## config.mk

```make
export PLATFORM = sky130hd
export DESIGN_NAME = integer_to_ascii_formatter_flat
export DESIGN_NICKNAME = d
export VERILOG_FILES = /design/src/hw/rtl/iaf_pkg.sv /design/src/hw/rtl/iaf_if.sv /design/src/hw/rtl/integer_to_ascii_formatter.sv /design/src/hw/rtl/iaf_cell.sv /design/src/hw/rtl/iaf_seq.sv /design/src/flat_wrapper.sv
export SDC_FILE = /design/constraint.sdc
export NUM_CORES = 1
export LEC_CHECK = 0
export ABC_AREA = 1
export BUFFER_PORTS_ARGS = -buffer_cell sky130_fd_sc_hd__buf_2
export CAP_MARGIN = 10
export CORE_ASPECT_RATIO = 0.9
export CORE_MARGIN = 1.5
export CORE_UTILIZATION = 55
export CTS_BUF_LIST = sky130_fd_sc_hd__clkbuf_4 sky130_fd_sc_hd__clkbuf_8
export DETAILED_ROUTE_END_ITERATION = 10
export PLACE_DENSITY = 0.83
export SLEW_MARGIN = 40
export SYNTH_ARGS = -nofsm -noshare
export SYNTH_HDL_FRONTEND = slang
export SYNTH_SLANG_ARGS = --single-unit
export TNS_END_PERCENT = 100
```

## constraint.sdc

```tcl
create_clock -name clk_i -period 3.9 [get_ports clk_i]
set_input_delay 0.78 -clock clk_i [delete_from_list [all_inputs] [get_ports clk_i]]
set_output_delay 0.78 -clock clk_i [all_outputs]
set_load 0.05 [all_outputs]
```

## src/hw/rtl/iaf_pkg.sv

```systemverilog
// ----------------------------------------------------------------------------
// iaf_pkg: shared types and constants of the integer to ASCII formatter
// Field widths, format codes, cell commands, sequencer states, digit glyphs.
// ----------------------------------------------------------------------------
`default_nettype none

package iaf_pkg;

  localparam int VALUE_W        = 64;
  localparam int FORMAT_W       = 2;
  localparam int MIN_WIDTH_W    = 6;
  localparam int CHAR_W         = 8;
  localparam int DIGIT_W        = 4;
  // Decimal digits of the widest 64-bit magnitude; hex needs only 16.
  localparam int NUM_CELLS      = 20;
  localparam int BUFFER_LEN_DEF = 36;

  localparam logic [FORMAT_W-1:0] FMT_SDEC = 2'd0;
  localparam logic [FORMAT_W-1:0] FMT_UDEC = 2'd1;
  localparam logic [FORMAT_W-1:0] FMT_HEX  = 2'd2;

  localparam logic [CHAR_W-1:0] CHAR_MINUS = 8'h2D;
  localparam logic [CHAR_W-1:0] CHAR_ZERO  = 8'h30;

  localparam logic [CHAR_W-1:0] HEX_ASCII [16] = '{
    8'h30, 8'h31, 8'h32, 8'h33, 8'h34, 8'h35, 8'h36, 8'h37,
    8'h38, 8'h39, 8'h41, 8'h42, 8'h43, 8'h44, 8'h45, 8'h46
  };

  typedef enum logic [1:0] {
    CELL_HOLD,
    CELL_CLEAR,
    CELL_SHIFT,
    CELL_UP
  } cell_op_e;

  typedef struct packed {
    cell_op_e op;
    logic     hex;
  } cell_ctrl_t;

  typedef enum logic [2:0] {
    ST_IDLE,
    ST_CONV,
    ST_SKIP,
    ST_SIGN,
    ST_PAD,
    ST_DIGIT
  } state_e;

endpackage

`default_nettype wire

```

## src/hw/rtl/iaf_if.sv

```systemverilog
// ----------------------------------------------------------------------------
// iaf_if: valid/ready stream interfaces of the formatter
// Input beat carries one value to format; output beat carries one character.
// ----------------------------------------------------------------------------
`default_nettype none

interface iaf_in_if;
  import iaf_pkg::*;

  logic                   valid;
  logic                   ready;
  logic [VALUE_W-1:0]     value;
  logic [FORMAT_W-1:0]    format;
  logic [MIN_WIDTH_W-1:0] min_width;

  modport source (output valid, output value, output format, output min_width,
                  input ready);
  modport sink   (input valid, input value, input format, input min_width,
                  output ready);
endinterface

interface iaf_out_if;
  import iaf_pkg::*;

  logic              valid;
  logic              ready;
  logic [CHAR_W-1:0] character;
  logic              last;

  modport source (output valid, output character, output last, input ready);
  modport sink   (input valid, input character, input last, output ready);
endinterface

`default_nettype wire

```

## src/hw/rtl/integer_to_ascii_formatter.sv

```systemverilog
// ----------------------------------------------------------------------------
// integer_to_ascii_formatter: 64-bit integer to decimal or hex ASCII
// Converts a value through a row of digit cells and streams its characters
// most significant first, with sign and zero padding.
// ----------------------------------------------------------------------------
//
//   Channel  Dir  Fields                        Beat
//   in_i     in   value, format, min_width      one value to format
//   out_o    out  character, last               one ASCII character
//
// Steps: one value is loaded, its 64 operand bits enter the cell row one per
// cycle, up to 19 leading zeros are dropped, and then sign, padding and digits
// are emitted, one character per cycle while the output is not stalled.
// Reset: asynchronous, active low; clears the sequencer state and output valid.
// Stalls: a waiting character holds in the output register; the next value is
// taken while the final character of the previous one still waits.
//
`default_nettype none

module integer_to_ascii_formatter #(
  parameter int BUFFER_LEN = iaf_pkg::BUFFER_LEN_DEF
) (
  input  logic      clk_i,
  input  logic      rst_ni,
  iaf_in_if.sink    in_i,
  iaf_out_if.source out_o
);
  import iaf_pkg::*;

  // Bit and digit links of the cell row. Cell 0 sits at the least significant
  // end; the shift bit enters there, digits move toward the top cell.
  logic               bit_w [NUM_CELLS];
  logic [DIGIT_W-1:0] dig_w [NUM_CELLS+1];
  cell_ctrl_t         cell_ctrl;
  logic               shift_bit;

  assign bit_w[0] = shift_bit;
  assign dig_w[0] = '0;

  // Sequencer: operand load, bit feed, leading-zero skip and character stream.
  iaf_seq #(
    .BUFFER_LEN (BUFFER_LEN)
  ) u_seq (
    .clk_i       (clk_i),
    .rst_ni      (rst_ni),
    .in_i        (in_i),
    .out_o       (out_o),
    .top_digit_i (dig_w[NUM_CELLS]),
    .shift_bit_o (shift_bit),
    .cell_ctrl_o (cell_ctrl)
  );

  // Row of digit cells; the top cell's carry has nowhere to go and stays open
  // (the row is wide enough that it never carries).
  for (genvar k = 0; k < NUM_CELLS; k++) begin : g_cell
    if (k == NUM_CELLS - 1) begin : g_top
      iaf_cell u_cell (
        .clk_i   (clk_i),
        .ctrl_i  (cell_ctrl),
        .bit_i   (bit_w[k]),
        .digit_i (dig_w[k]),
        .bit_o   (),
        .digit_o (dig_w[k+1])
      );
    end else begin : g_mid
      iaf_cell u_cell (
        .clk_i   (clk_i),
        .ctrl_i  (cell_ctrl),
        .bit_i   (bit_w[k]),
        .digit_i (dig_w[k]),
        .bit_o   (bit_w[k+1]),
        .digit_o (dig_w[k+1])
      );
    end
  end

endmodule

`default_nettype wire

```

## src/hw/rtl/iaf_cell.sv

```systemverilog
// ----------------------------------------------------------------------------
// iaf_cell: one digit cell of the conversion chain
// Shift-and-add-3 in decimal, plain nibble shift in hex, digit shift upward.
// ----------------------------------------------------------------------------
`default_nettype none

module iaf_cell (
  input  logic                        clk_i,
  input  iaf_pkg::cell_ctrl_t         ctrl_i,
  input  logic                        bit_i,
  input  logic [iaf_pkg::DIGIT_W-1:0] digit_i,
  output logic                        bit_o,
  output logic [iaf_pkg::DIGIT_W-1:0] digit_o
);
  import iaf_pkg::*;

  logic [DIGIT_W-1:0] digit_q, digit_d;
  logic [DIGIT_W-1:0] adj;

  // Correct a decimal digit before doubling so it carries at ten.
  assign adj   = (!ctrl_i.hex && (digit_q >= DIGIT_W'(5))) ? digit_q + DIGIT_W'(3) : digit_q;
  assign bit_o = adj[DIGIT_W-1];
  assign digit_o = digit_q;

  always_comb begin
    case (ctrl_i.op)
      CELL_HOLD:  digit_d = digit_q;
      CELL_CLEAR: digit_d = '0;
      CELL_SHIFT: digit_d = {adj[DIGIT_W-2:0], bit_i};
      CELL_UP:    digit_d = digit_i;
      default:    digit_d = digit_q;
    endcase
  end

  always_ff @(posedge clk_i) begin
    digit_q <= digit_d;
  end

endmodule

`default_nettype wire

```

## src/hw/rtl/iaf_seq.sv

```systemverilog
// ----------------------------------------------------------------------------
// iaf_seq: sequencer of the formatter
// Loads the magnitude, feeds its bits into the cell chain, then streams
// sign, padding and digits into the output register.
// ----------------------------------------------------------------------------
`default_nettype none

module iaf_seq #(
  parameter int BUFFER_LEN = iaf_pkg::BUFFER_LEN_DEF
) (
  input  logic                        clk_i,
  input  logic                        rst_ni,
  iaf_in_if.sink                      in_i,
  iaf_out_if.source                   out_o,
  input  logic [iaf_pkg::DIGIT_W-1:0] top_digit_i,
  output logic                        shift_bit_o,
  output iaf_pkg::cell_ctrl_t         cell_ctrl_o
);
  import iaf_pkg::*;

  localparam int DIGIT_CAP = BUFFER_LEN - 1;
  localparam int CW        = $clog2(BUFFER_LEN);
  localparam int RW        = $clog2(NUM_CELLS + 1);
  localparam int CMPW      = (CW > RW) ? CW : RW;
  localparam int SATW      = MIN_WIDTH_W + 1;
  localparam int BITCNT_W  = $clog2(VALUE_W);

  state_e              state_q, state_d;
  logic [VALUE_W-1:0]  mag_q, mag_d;
  logic [BITCNT_W-1:0] bitcnt_q, bitcnt_d;
  logic                hex_q, hex_d;
  logic                neg_q, neg_d;
  logic [CW-1:0]       pad_q, pad_d;
  logic [RW-1:0]       rem_q, rem_d;

  logic                out_valid_q, out_valid_d;
  logic [CHAR_W-1:0]   out_char_q, out_char_d;
  logic                out_last_q, out_last_d;

  logic                out_free;
  logic                in_neg;
  logic                in_hex;

  assign out_free    = !out_valid_q || out_o.ready;
  assign in_neg      = (in_i.format == FMT_SDEC) && in_i.value[VALUE_W-1];
  assign in_hex      = (in_i.format != FMT_SDEC) && (in_i.format != FMT_UDEC);
  assign shift_bit_o = mag_q[VALUE_W-1];

  assign in_i.ready      = (state_q == ST_IDLE);
  assign out_o.valid     = out_valid_q;
  assign out_o.character = out_char_q;
  assign out_o.last      = out_last_q;

  always_comb begin
    state_d     = state_q;
    mag_d       = mag_q;
    bitcnt_d    = bitcnt_q;
    hex_d       = hex_q;
    neg_d       = neg_q;
    pad_d       = pad_q;
    rem_d       = rem_q;
    out_valid_d = out_valid_q && !out_o.ready;
    out_char_d  = out_char_q;
    out_last_d  = out_last_q;
    cell_ctrl_o = '{op: CELL_HOLD, hex: hex_q};

    case (state_q)
      ST_IDLE: begin
        if (in_i.valid) begin
          mag_d    = in_neg ? (VALUE_W'(0) - in_i.value) : in_i.value;
          hex_d    = in_hex;
          neg_d    = in_neg;
          bitcnt_d = '0;
          if (SATW'(in_i.min_width) > SATW'(DIGIT_CAP)) begin
            pad_d = CW'(DIGIT_CAP);
          end else begin
            pad_d = CW'(in_i.min_width);
          end
          cell_ctrl_o.op = CELL_CLEAR;
          state_d        = ST_CONV;
        end
      end
      ST_CONV: begin
        cell_ctrl_o.op = CELL_SHIFT;
        mag_d          = {mag_q[VALUE_W-2:0], 1'b0};
        bitcnt_d       = bitcnt_q + BITCNT_W'(1);
        if (bitcnt_q == BITCNT_W'(VALUE_W - 1)) begin
          rem_d   = RW'(NUM_CELLS);
          state_d = ST_SKIP;
        end
      end
      ST_SKIP: begin
        // Drop leading zeros, keep at least one digit.
        if ((rem_q > RW'(1)) && (top_digit_i == '0)) begin
          cell_ctrl_o.op = CELL_UP;
          rem_d          = rem_q - RW'(1);
        end else begin
          state_d = neg_q ? ST_SIGN : ST_PAD;
        end
      end
      ST_SIGN: begin
        if (out_free) begin
          out_valid_d = 1'b1;
          out_char_d  = CHAR_MINUS;
          out_last_d  = 1'b0;
          state_d     = ST_PAD;
        end
      end
      ST_PAD: begin
        if (CMPW'(pad_q) > CMPW'(rem_q)) begin
          if (out_free) begin
            out_valid_d = 1'b1;
            out_char_d  = CHAR_ZERO;
            out_last_d  = 1'b0;
            pad_d       = pad_q - CW'(1);
          end
        end else begin
          state_d = ST_DIGIT;
        end
      end
      ST_DIGIT: begin
        if (out_free) begin
          out_valid_d    = 1'b1;
          out_char_d     = HEX_ASCII[top_digit_i];
          out_last_d     = (rem_q == RW'(1));
          cell_ctrl_o.op = CELL_UP;
          rem_d          = rem_q - RW'(1);
          if (rem_q == RW'(1)) begin
            state_d = ST_IDLE;
          end
        end
      end
      default: begin
        state_d = ST_IDLE;
      end
    endcase
  end

  always_ff @(posedge clk_i or negedge rst_ni) begin
    if (!rst_ni) begin
      state_q     <= ST_IDLE;
      out_valid_q <= 1'b0;
    end else begin
      state_q     <= state_d;
      out_valid_q <= out_valid_d;
    end
  end

  always_ff @(posedge clk_i) begin
    mag_q      <= mag_d;
    bitcnt_q   <= bitcnt_d;
    hex_q      <= hex_d;
    neg_q      <= neg_d;
    pad_q      <= pad_d;
    rem_q      <= rem_d;
    out_char_q <= out_char_d;
    out_last_q <= out_last_d;
  end

endmodule

`default_nettype wire

```

## src/flat_wrapper.sv

```systemverilog
// flat-port wrapper written by rule: the top's interface ports become plain ports
module integer_to_ascii_formatter_flat import iaf_pkg::*;
#(
  parameter int BUFFER_LEN = iaf_pkg::BUFFER_LEN_DEF
)
  (clk_i, rst_ni, in_i_valid, in_i_value, in_i_format, in_i_min_width, in_i_ready, out_o_valid, out_o_character, out_o_last, out_o_ready);
  iaf_in_if in_i_i ();
  iaf_out_if out_o_i ();
  input  logic clk_i;
  input  logic rst_ni;
  input wire logic [$bits(in_i_i.valid)-1:0] in_i_valid;
  input wire logic [$bits(in_i_i.value)-1:0] in_i_value;
  input wire logic [$bits(in_i_i.format)-1:0] in_i_format;
  input wire logic [$bits(in_i_i.min_width)-1:0] in_i_min_width;
  output wire logic [$bits(in_i_i.ready)-1:0] in_i_ready;
  output wire logic [$bits(out_o_i.valid)-1:0] out_o_valid;
  output wire logic [$bits(out_o_i.character)-1:0] out_o_character;
  output wire logic [$bits(out_o_i.last)-1:0] out_o_last;
  input wire logic [$bits(out_o_i.ready)-1:0] out_o_ready;
  assign in_i_i.valid = in_i_valid;
  assign in_i_i.value = in_i_value;
  assign in_i_i.format = in_i_format;
  assign in_i_i.min_width = in_i_min_width;
  assign in_i_ready = in_i_i.ready;
  assign out_o_valid = out_o_i.valid;
  assign out_o_character = out_o_i.character;
  assign out_o_last = out_o_i.last;
  assign out_o_i.ready = out_o_ready;
  integer_to_ascii_formatter #(.BUFFER_LEN(BUFFER_LEN)) u_core (.clk_i(clk_i), .rst_ni(rst_ni), .in_i(in_i_i), .out_o(out_o_i));
endmodule
```

==> out/qor.yml, run 1 <==
rr_worst_depth: 6
grt_pass1_vias: 9653
antenna_found_initial: 0
powerDensity_nw_per_um2: 757
dr.first_iter.drc_count: 1193
status: "completed"
slew_viol_final: 0
start_util_pct: 56.6
hold_class: "primary input to asynchronous set/reset pin"
critical_path.max_fanout: 63
hold_viol: 0
criticalPathCategory: "register to register"
synth-xor-area-share_pct: 6.33
setup_viol_count_final: 0
grt_pass1_wl_mm: 48.2
ys_warn_count: 0
netlist_area_um2: 11900
period_needed_ps: 2610
ios: 87
timing.rr.end: "u_core.g_cell[17].g_mid.u_cell.digit_o[2]"
die_h_um: 143
syn_nets: 1602
finalWorstSetupSlack_ps: 1290
placement.io_buffers: 85
cts.htree.levels: 4
grtUsageMet2_pct: 43.0
syn_inst: 1473
ctsHoldBuffers: 0
ys_seq_area_share_pct: 44.0
numCtsBuffers: 17
fillers: 1808
worstMarginPinSlew_ps: 733
cts.sinks: 175
path_delay_family: "buffers and inverters"
crit_buf_inv: 3
async_flop_share_pct: 2.29
avgSynthCellArea_um2: 8.08
cp.arrival_ps: 2880
dp_hpwl_mm: 22.1
fin_skew_ps: 16.3
clockRootBuffer: "clkbuf_8"
grtUsageMet3_pct: 7.19
rrSetupSlack_ps: 1290
muxShareOfSynthArea_pct: 0
max_stage_delay_ps: 590
synth_ff_type: "edfxtp_1"
synth_top_family_by_area: "simple AND/OR/NAND/NOR gates"
finalCoreUtilization_pct: 61.9
finalNonFillerCells: 1843
yosys.area_share.simple_pct: 25.2
ir_worst_vdd_uv: 402
clk_path_buf_depth: 2
dp_cells: 1811
rows: 50
final_common_cell: "nand2_1"
drt-total-wl_mm: 30.0
core-area_um2: 21000
r2r-start: "u_core.u_seq.state_q[2]"
vias_per_cell: 5.62
layout_common_cells: "nand2_1, inv_1, nor2_1"
areaGrowthSynthToFinish_pct: 9.33
nets: 1673
slew_headroom_pct: 51.2
grt_max_degree: 78
crit_chain: "inv_1, nand3_4, inv_2, buf_12, nand3_1, o21ai_0"
synth-compound-area-share_pct: 11.2
cts_resized: 0
total_leakage_power_nw: 5.60
synth_fa_ha_area_share_pct: 5.57
synth_enable_flop_cells: 171
ys_types: 42
path_clk_slew_ps: 100
setup_tns_ps: 0
grt.total_usage_pct: 27.6
startpoint_type: "register"
vias: 10400
ys_ff_latch: 175
drc: 0
end_kind: "register"
busiest_layer: "met2"
cts_tree: "done"
rsz0062_at_grt: "no"
wl_per_cell_um: 16.3
cp_slowest_cell: "inv_2"
grt_overflow: 0
firstDrtPassIters: 8
max-cap-violations: 0
drive_above_1_share_pct: 11.3
drtAntennaViolNets: 0
gr-usage-met1_pct: 38.7
max_freq_mhz: 384
finalCritPeriodShare_pct: 66.8
antenna_cells: 0
required_ps: 4180
gp_congestion: 1.03
dp_slack_ps: 959
cts_setup_buffers: 0
worstSkewPairLatency_ps: 470
dieWidth_um: 158
die-area_um2: 22500
-- cells by family after synthesis --
| kind of cell | count (synthesis) |
|---|---|
| other | 1 |
| flip-flops | 175 |
| AND/OR/NAND/NOR | 705 |
| XOR/XNOR | 86 |
| adder cells (fa/ha/maj) | 53 |
| buffers and inverters | 228 |
| AO/OA/AOI/OAI | 225 |
-- sequential cells by signal (all words and copies together) (netlist names) --
name                                flops
u_core.u_seq.state_q                    3
u_core.u_seq.bitcnt_q                   6
u_core.u_seq.rem_q                      5
u_core.u_seq.hex_q                      1
u_core.u_seq.out_o.last                 1
u_core.u_seq.out_o.character            7
u_core.g_cell.g_top.u_cell.digit_o      4
u_core.g_cell.g_mid.u_cell.digit_o     76
u_core.u_seq.out_o.valid                1
u_core.u_seq.mag_q                     64
u_core.u_seq.neg_q                      1
u_core.u_seq.pad_q                      6
-- where the power goes --
part | switching (mW) | internal (mW)
clock | 0.727 | 0.609
combinational | 3.08 | 1.38
sequential | 0.507 | 3.55
-- metrics by stage --
stage	instance area (µm²)	power [mW]	hold slack, ps
2_1_floorplan	11900	7.32	484
3_3_place_gp	12600	8.24	501
3_5_place_dp	12600	8.49	505
4_1_cts	13000	9.84	82.7
5_1_grt	13000	10.6	80.7
6_report	13000	9.85	97.8
-- worst max path at each step --
stage / from / end / slack [ps] / cells after the start
after floorplan: out_o_ready / u_core.g_cell[0].g_mid.u_cell.digit_o[0] / 720 / 6
after global placement: in_i_format[1] / u_core.u_seq.mag_q[40] / 990 / 10
after detailed placement: in_i_format[1] / u_core.u_seq.mag_q[40] / 960 / 10
after CTS: u_core.u_seq.rem_q[1] / u_core.u_seq.rem_q[4] / 1340 / 10
after global routing: u_core.u_seq.state_q[2] / u_core.g_cell[17].g_mid.u_cell.digit_o[2] / 1160 / 6
final: u_core.u_seq.state_q[2] / u_core.g_cell[17].g_mid.u_cell.digit_o[2] / 1290 / 6
-- Yosys cell counts, drive strengths merged, types with 2 or more instances --
| library cell | n | area share (%) |
|---|---|---|
| nand2 | 372 | 12 |
| nor2 | 187 | 6.4 |
| inv | 183 | 5.8 |
| edfxtp | 171 | 43 |
| o21ai | 132 | 5.8 |
| nand3 | 110 | 4.8 |
| xor2 | 76 | 5.6 |
| o22ai | 56 | 3.4 |
| ha | 53 | 5.6 |
| buf | 27 | 1.4 |
| a21oi | 21 | 0.98 |
| nand4 | 21 | 1.1 |
| clkbuf | 17 | 0.54 |
| nand3b | 10 | 0.63 |
| xnor2 | 10 | 0.74 |
| dfrtp | 4 | 0.84 |
| nor3 | 4 | 0.17 |
| o211ai | 4 | 0.25 |
| o31ai | 3 | 0.19 |
| a22o | 2 | 0.15 |
| a22oi | 2 | 0.13 |
| a31oi | 2 | 0.11 |
-- metal layers --
layer | routed length [µm] | vias to the layer above
li1 | - | 5046
met1 | 13000 | 4788
met2 | 13600 | 491
met3 | 2930 | 36
met4 | 412 | 0
met5 | 0 | -
-- cell type report --
cell class | instances | area, µm² | area share [%]
multi-input combinational | 1070 | 5780 | 44.4
sequential | 175 | 5240 | 40.3
inverter | 184 | 691 | 5.31
timing repair buffer | 96 | 537 | 4.13
tap | 286 | 358 | 2.75
clock buffer | 20 | 256 | 1.97
clock inverter | 12 | 151 | 1.16
(Power assumes the default switching activity.)
==> run 2: changes to the inputs <==
--- a/config.mk
+++ b/config.mk
@@ -13,7 +13,7 @@
 export CORE_UTILIZATION = 55
 export CTS_BUF_LIST = sky130_fd_sc_hd__clkbuf_4 sky130_fd_sc_hd__clkbuf_8
 export DETAILED_ROUTE_END_ITERATION = 10
-export PLACE_DENSITY = 0.83
+export PLACE_DENSITY = 0.8
 export SLEW_MARGIN = 40
 export SYNTH_ARGS = -nofsm -noshare
 export SYNTH_HDL_FRONTEND = slang
==> constraint.sdc (replaced) <==
create_clock -name clk_i -period 2.4 [get_ports clk_i]
set_input_delay 0.48 -clock clk_i [delete_from_list [all_inputs] [get_ports clk_i]]
set_output_delay 0.48 -clock clk_i [all_outputs]
set_load 0.05 [all_outputs]
==> run 2 against run 1 <==
Compared with the run above: critical path depth grew 3; global-route usage shrank 0.49 points; clock power grew 60%; sequential power grew 62%; routed wire length shrank 1.2%; utilization grew 0.57 points; clock-buffer cell count shrank 3; via count shrank 0.77%; clock skew grew 0.80 ps; maximum frequency grew 24%; register-to-register slack lost 1000 ps.
==> out/qor.yml, run 2 (synthesis gave the netlist of run 1 again) <==
status: "completed"  # unchanged
drt-total-wl_mm: 29.6  # was 30.0 mm
setup_viol_count_final: 0  # unchanged
post_dp_cell_area_um2: 12700  # was 12600 µm²
ctsHoldBuffers: 1  # was 0
finalNonFillerCells: 1853  # was 1843
drtAntennaViolNets: 0  # unchanged
cts_setup_buffers: 0  # unchanged
max-cap-violations: 0  # unchanged
powerDensity_nw_per_um2: 1220  # was 757 nW/µm²
finalCoreUtilization_pct: 62.4  # was 61.9%
max_freq_mhz: 475  # was 384 MHz
core-area_um2: 21000  # unchanged
dp_hpwl_mm: 21.7  # was 22.1 mm
final_common_cell: "nand2_1"  # unchanged
placement.io_buffers: 85  # unchanged
slew_viol_final: 0  # unchanged
vias_per_cell: 5.55  # was 5.62
period_needed_ps: 2110  # was 2610 ps
ios: 87  # unchanged
path_clk_slew_ps: 100  # about the same
cp.arrival_ps: 2280  # was 2880 ps
drive_above_1_share_pct: 11.7  # was 11.3%
startpoint_type: "register"  # unchanged
final_area_um2: 13100  # was 13000 µm²
finalCritPeriodShare_pct: 87.8  # was 66.8%
grt_pass1_vias: 9410  # was 9653
finalWorstSetupSlack_ps: 293  # was 1290 ps
grt_pass1_wl_mm: 47.1  # was 48.2 mm
antenna_found_initial: 0  # unchanged
dieWidth_um: 158  # unchanged
multi_input_area_um2: 5780  # about the same
critical_path.max_fanout: 6  # was 63
cts_resized: 0  # unchanged
clk_path_buf_depth: 2  # unchanged
worstMarginPinSlew_ps: 651  # was 733 ps
slew_headroom_pct: 56.1  # was 51.2%
drc: 0  # unchanged
grt_overflow: 0  # unchanged
ir_worst_vdd_uv: 916  # was 402 µV
grt.total_usage_pct: 27.1  # was 27.6%
r2r-start: "u_core.u_seq.pad_q[4]"  # was u_core.u_seq.state_q[2]
p_total_mw: 16.1  # was 9.85 mW
criticalPathCategory: "register to register"  # unchanged
hold_class: "primary input to register"  # was primary input to asynchronous set/reset pin
fillers: 1836  # was 1808
worstSkewPairLatency_ps: 480  # was 470 ps
rr_worst_depth: 9  # was 6
hold_depth: 1
end_kind: "register"  # unchanged
firstDrtPassIters: 5  # was 8
largest_reg_flops: 76  # unchanged
dp_slack_ps: 166  # was 959 ps
whs_ps: 192  # was 97.8 ps
required_ps: 2570  # was 4180 ps
die_h_um: 143  # unchanged
min_from: "in_i_format[1]"
rsz0062_at_grt: "no"  # unchanged
seq_area_um2: 5240  # about the same
setup_tns_ps: 0  # unchanged
antenna_cells: 0  # unchanged
critPathLaunch: "u_core.u_seq.pad_q[4]"  # was u_core.u_seq.state_q[2]
vias: 10300  # was 10400
start_util_pct: 56.6  # unchanged
clockRootBuffer: "clkbuf_8"  # unchanged
grt_max_degree: 94  # was 78
gp_congestion: 1.01  # was 1.03
layout_common_cells: "nand2_1, inv_1, nor2_1"  # unchanged
hold_viol: 0  # unchanged
nets: 1683  # was 1673
die-area_um2: 22500  # unchanged
areaGrowthSynthToFinish_pct: 10.3  # was 9.33%
numCtsBuffers: 17  # unchanged
fin_skew_ps: 17.1  # was 16.3 ps
dr.first_iter.drc_count: 1041  # was 1193
rows: 50  # unchanged
wl_per_cell_um: 16.0  # was 16.3 µm
cts_tree: "done"  # unchanged
cts.sinks: 175  # unchanged
dp_cells: 1820  # was 1811
cts.htree.levels: 4  # unchanged
total_leakage_power_nw: 5.67  # was 5.60 nW
run 2: cell types whose count changed in the layout (fill, tap and decap cells not counted), moves of 2 or more:
| cell | delta |
|---|---|
| clkinv_8 | +2 |
| inv_6 | +2 |
| buf_4 | +6 |
| clkinvlp_4 | -3 |
| buf_12 | +4 |
| clkbuf_4 | -3 |
run 2: critical path: stages (launching register included):
cell and delay (ps):
edfxtp_1 460, ha_1 310, inv_1 50, nor3_1 210, o21ai_0 120, nand3_1 80, nand3_1 100, inv_1 110
nand2_1 100, nand2_1 250
run 2: cell type report:
| cell class | count | share of cell area (%) |
|---|---|---|
| multi-input combinational | 1070 | 44.0 |
| sequential | 175 | 39.9 |
| inverter | 184 | 5.26 |
| timing repair buffer | 106 | 5.03 |
| tap | 286 | 2.73 |
| clock buffer | 17 | 1.78 |
| clock inverter | 15 | 1.27 |
run 2: where the power goes:
group	leakage (nW)	switching [mW]	internal [mW]
Combinational	3.76	4.98	2.39
Sequential	1.70	0.803	5.75
Clock	0.204	1.27	0.871
run 2: metal layers:
layer,vias up,track usage [%],wire [µm]
li1,5072,-,-
met1,4734,39.0,13400
met2,428,41.1,13100
met3,47,5.94,2640
met4,0,7.62,559
met5,-,0,0
run 2: final timing paths:
check	endpoint	slack, ps
setup / recovery	u_core.u_seq.pad_q[4]	290
hold / removal	u_core.u_seq.hex_q	190
setup reg to reg	u_core.u_seq.pad_q[4]	290
hold reg to reg	u_core.u_seq.mag_q[31]	530
max in group asynchronous	u_core.u_seq.out_o.valid	1940
min in group asynchronous	u_core.u_seq.out_o.valid	320
==> run 3: changes to the inputs <==
--- a/config.mk
+++ b/config.mk
@@ -13,9 +13,10 @@
 export CORE_UTILIZATION = 55
 export CTS_BUF_LIST = sky130_fd_sc_hd__clkbuf_4 sky130_fd_sc_hd__clkbuf_8
 export DETAILED_ROUTE_END_ITERATION = 10
-export PLACE_DENSITY = 0.8
+export PLACE_DENSITY = 0.79
 export SLEW_MARGIN = 40
 export SYNTH_ARGS = -nofsm -noshare
 export SYNTH_HDL_FRONTEND = slang
+export SYNTH_HIERARCHICAL = 1
 export SYNTH_SLANG_ARGS = --single-unit
 export TNS_END_PERCENT = 100
==> run 3 against run 2 <==
Compared with the run above: final area is 12% higher; non-clock buffer count is 7 higher; first-iteration DRC count is 5.2% higher; routed wire length is 6.9% higher; sequential share of layout area is 4.1 points lower; setup slack worse by 130 ps; cell count is 20% higher; via count is 18% higher; utilization is 0.070 points lower; clock skew is 6.4 ps higher; register-to-register slack worse by 130 ps; die area is 11% higher; largest cell class unchanged; highest routed layer unchanged.
==> out/qor.yml, run 3 <==
areaGrowthSynthToFinish_pct: 10.9  # was 10.3%
whs_ps: 212  # was 192 ps
dp_slack_ps: 88.2  # was 166 ps
core-area_um2: 23500  # was 21000 µm²
r2r-start: "u_core/u_seq/rem_q[4]"  # was u_core.u_seq.pad_q[4]
fin_skew_ps: 23.5  # was 17.1 ps
setup_viol_count_final: 0  # unchanged
cts.sinks: 175  # unchanged
period_needed_ps: 2240  # was 2110 ps
grt_overflow: 0  # unchanged
status: "completed"  # unchanged
timing.rr.end: "u_core/g_cell[8].g_mid.u_cell/digit_o[1]"  # was u_core.u_seq.pad_q[4]
path_clk_slew_ps: 100  # about the same
slew_headroom_pct: 59.4  # was 56.1%
hold_viol: 0  # unchanged
powerDensity_nw_per_um2: 1280  # was 1220 nW/µm²
netlist_area_um2: 13200  # was 11900 µm²
firstDrtPassIters: 6  # was 5
drt-total-wl_mm: 31.7  # was 29.6 mm
max-cap-violations: 0  # unchanged
total_leakage_power_nw: 6.65  # was 5.67 nW
slew_viol_final: 0  # unchanged
clockRootBuffer: "clkbuf_8"  # unchanged
vias_per_cell: 5.45  # was 5.55
worstSkewPairLatency_ps: 470  # was 480 ps
layout_common_cells: "nand2_1, nand3_1, inv_1, nor2_1, edfxtp_1"  # was nand2_1, inv_1, nor2_1
grt_pass1_vias: 11000  # was 9410
worstMarginPinSlew_ps: 602  # was 651 ps
cts_tree: "done"  # unchanged
max_freq_mhz: 447  # was 475 MHz
nets: 2031  # was 1683
die_h_um: 150  # was 143 µm
drive_above_1_share_pct: 16.9  # was 11.7%
cp.arrival_ps: 2440  # was 2280 ps
final_area_um2: 14600  # was 13100 µm²
avgSynthCellArea_um2: 7.37  # was 8.08 µm²
clk_path_buf_depth: 2  # unchanged
cts.htree.levels: 4  # unchanged
antenna_found_initial: 0  # unchanged
criticalPathCategory: "register to register"  # unchanged
vias: 12100  # was 10300
rows: 53  # was 50
dp_hpwl_mm: 23.9  # was 21.7 mm
final_common_cell: "nand2_1"  # unchanged
grt_max_degree: 84  # was 94
end_kind: "register"  # unchanged
finalWorstSetupSlack_ps: 163  # was 293 ps
ios: 87  # unchanged
min_from: "in_i_format[1]"  # unchanged
ir_worst_vdd_uv: 715  # was 916 µV
syn_inst: 1792  # was 1473
finalCritPeriodShare_pct: 93.2  # was 87.8%
rr_worst_depth: 8  # was 9
gp_congestion: 0.985  # was 1.01
placement.io_buffers: 85  # unchanged
wl_per_cell_um: 14.3  # was 16.0 µm
dr.first_iter.drc_count: 1095  # was 1041
drc: 0  # unchanged
antenna_cells: 0  # unchanged
startpoint_type: "register"  # unchanged
finalNonFillerCells: 2217  # was 1853
largest_reg_flops: 76  # unchanged
grt_pass1_wl_mm: 52.1  # was 47.1 mm
dieWidth_um: 166  # was 158 µm
start_util_pct: 56.2  # was 56.6%
die-area_um2: 24900  # was 22500 µm²
finalCoreUtilization_pct: 62.4  # about the same
critical_path.max_fanout: 51  # was 6
post_dp_cell_area_um2: 14200  # was 12700 µm²
rrSetupSlack_ps: 160  # was 290 ps
drtAntennaViolNets: 0  # unchanged
critPathLaunch: "u_core/u_seq/rem_q[4]"  # was u_core.u_seq.pad_q[4]
required_ps: 2600  # was 2570 ps
ys_warn_count: 6  # was 0
setup_tns_ps: 0  # unchanged
hold_depth: 1  # unchanged
numCtsBuffers: 17  # unchanged
grt.total_usage_pct: 25.8  # was 27.1%
crit_end: "u_core/g_cell[8].g_mid.u_cell/digit_o[1]"  # was u_core.u_seq.pad_q[4]
dp_cells: 2181  # was 1820
hold_class: "primary input to register"  # unchanged
p_total_mw: 18.7  # was 16.1 mW
## run 3: worst min path at each step
stage,to
after detailed placement,u_core/u_seq/out_o.valid
final,u_core/u_seq/hex_q
after global placement,u_core/u_seq/out_o.valid
after floorplan,u_core/u_seq/out_o.valid
after CTS,u_core/u_seq/hex_q
after global routing,u_core/u_seq/hex_q
## run 3: worst max-delay path: stages (launching register included)
cell      delay, ps
edfxtp_1        430
nor2_1          230
nand3_1         150
nand3_1         140
a21oi_2          70
a21oi_4         290
nand2_8         120
buf_16          210
or2_1           320
## run 3: repair_timing
| action | in CTS | in global routing |
|---|---|---|
| gates resized for setup | 0 | 4 |
| setup buffers | 0 | 3 |
| setup endpoints to repair | 0 | 14 |
| hold buffers | 1 | 0 |
| hold endpoints to repair | 4 | 0 |
## run 3: area by class of cell
type | instances | area, µm²
tap | 302 | 378
clock buffer | 19 | 249
sequential | 175 | 5240
fill | 2068 | 8830
timing repair buffer | 113 | 783
multi-input combinational | 1357 | 6960
inverter | 238 | 903
clock inverter | 13 | 129
## run 3: routing by layer
metal / up-vias / part of all wire [%] / GRT usage, %
met3: 46 / 6.8 / 4.60
met1: 5506 / 45 / 35.1
li1: 6114 / - / -
met5: - / 0 / 0
met4: 0 / 1.7 / 7.09
met2: 426 / 46 / 42.5
## run 3: report_power, final
| group | switching (mW) | total, mW | internal (mW) | leakage [nW] |
|---|---|---|---|---|
| Sequential | 1.11 | 6.98 | 5.87 | 1.73 |
| Clock | 1.18 | 2.04 | 0.865 | 0.182 |
| Combinational | 6.50 | 9.69 | 3.19 | 4.74 |
| Total | 8.79 | 18.7 | 9.92 | 6.65 |
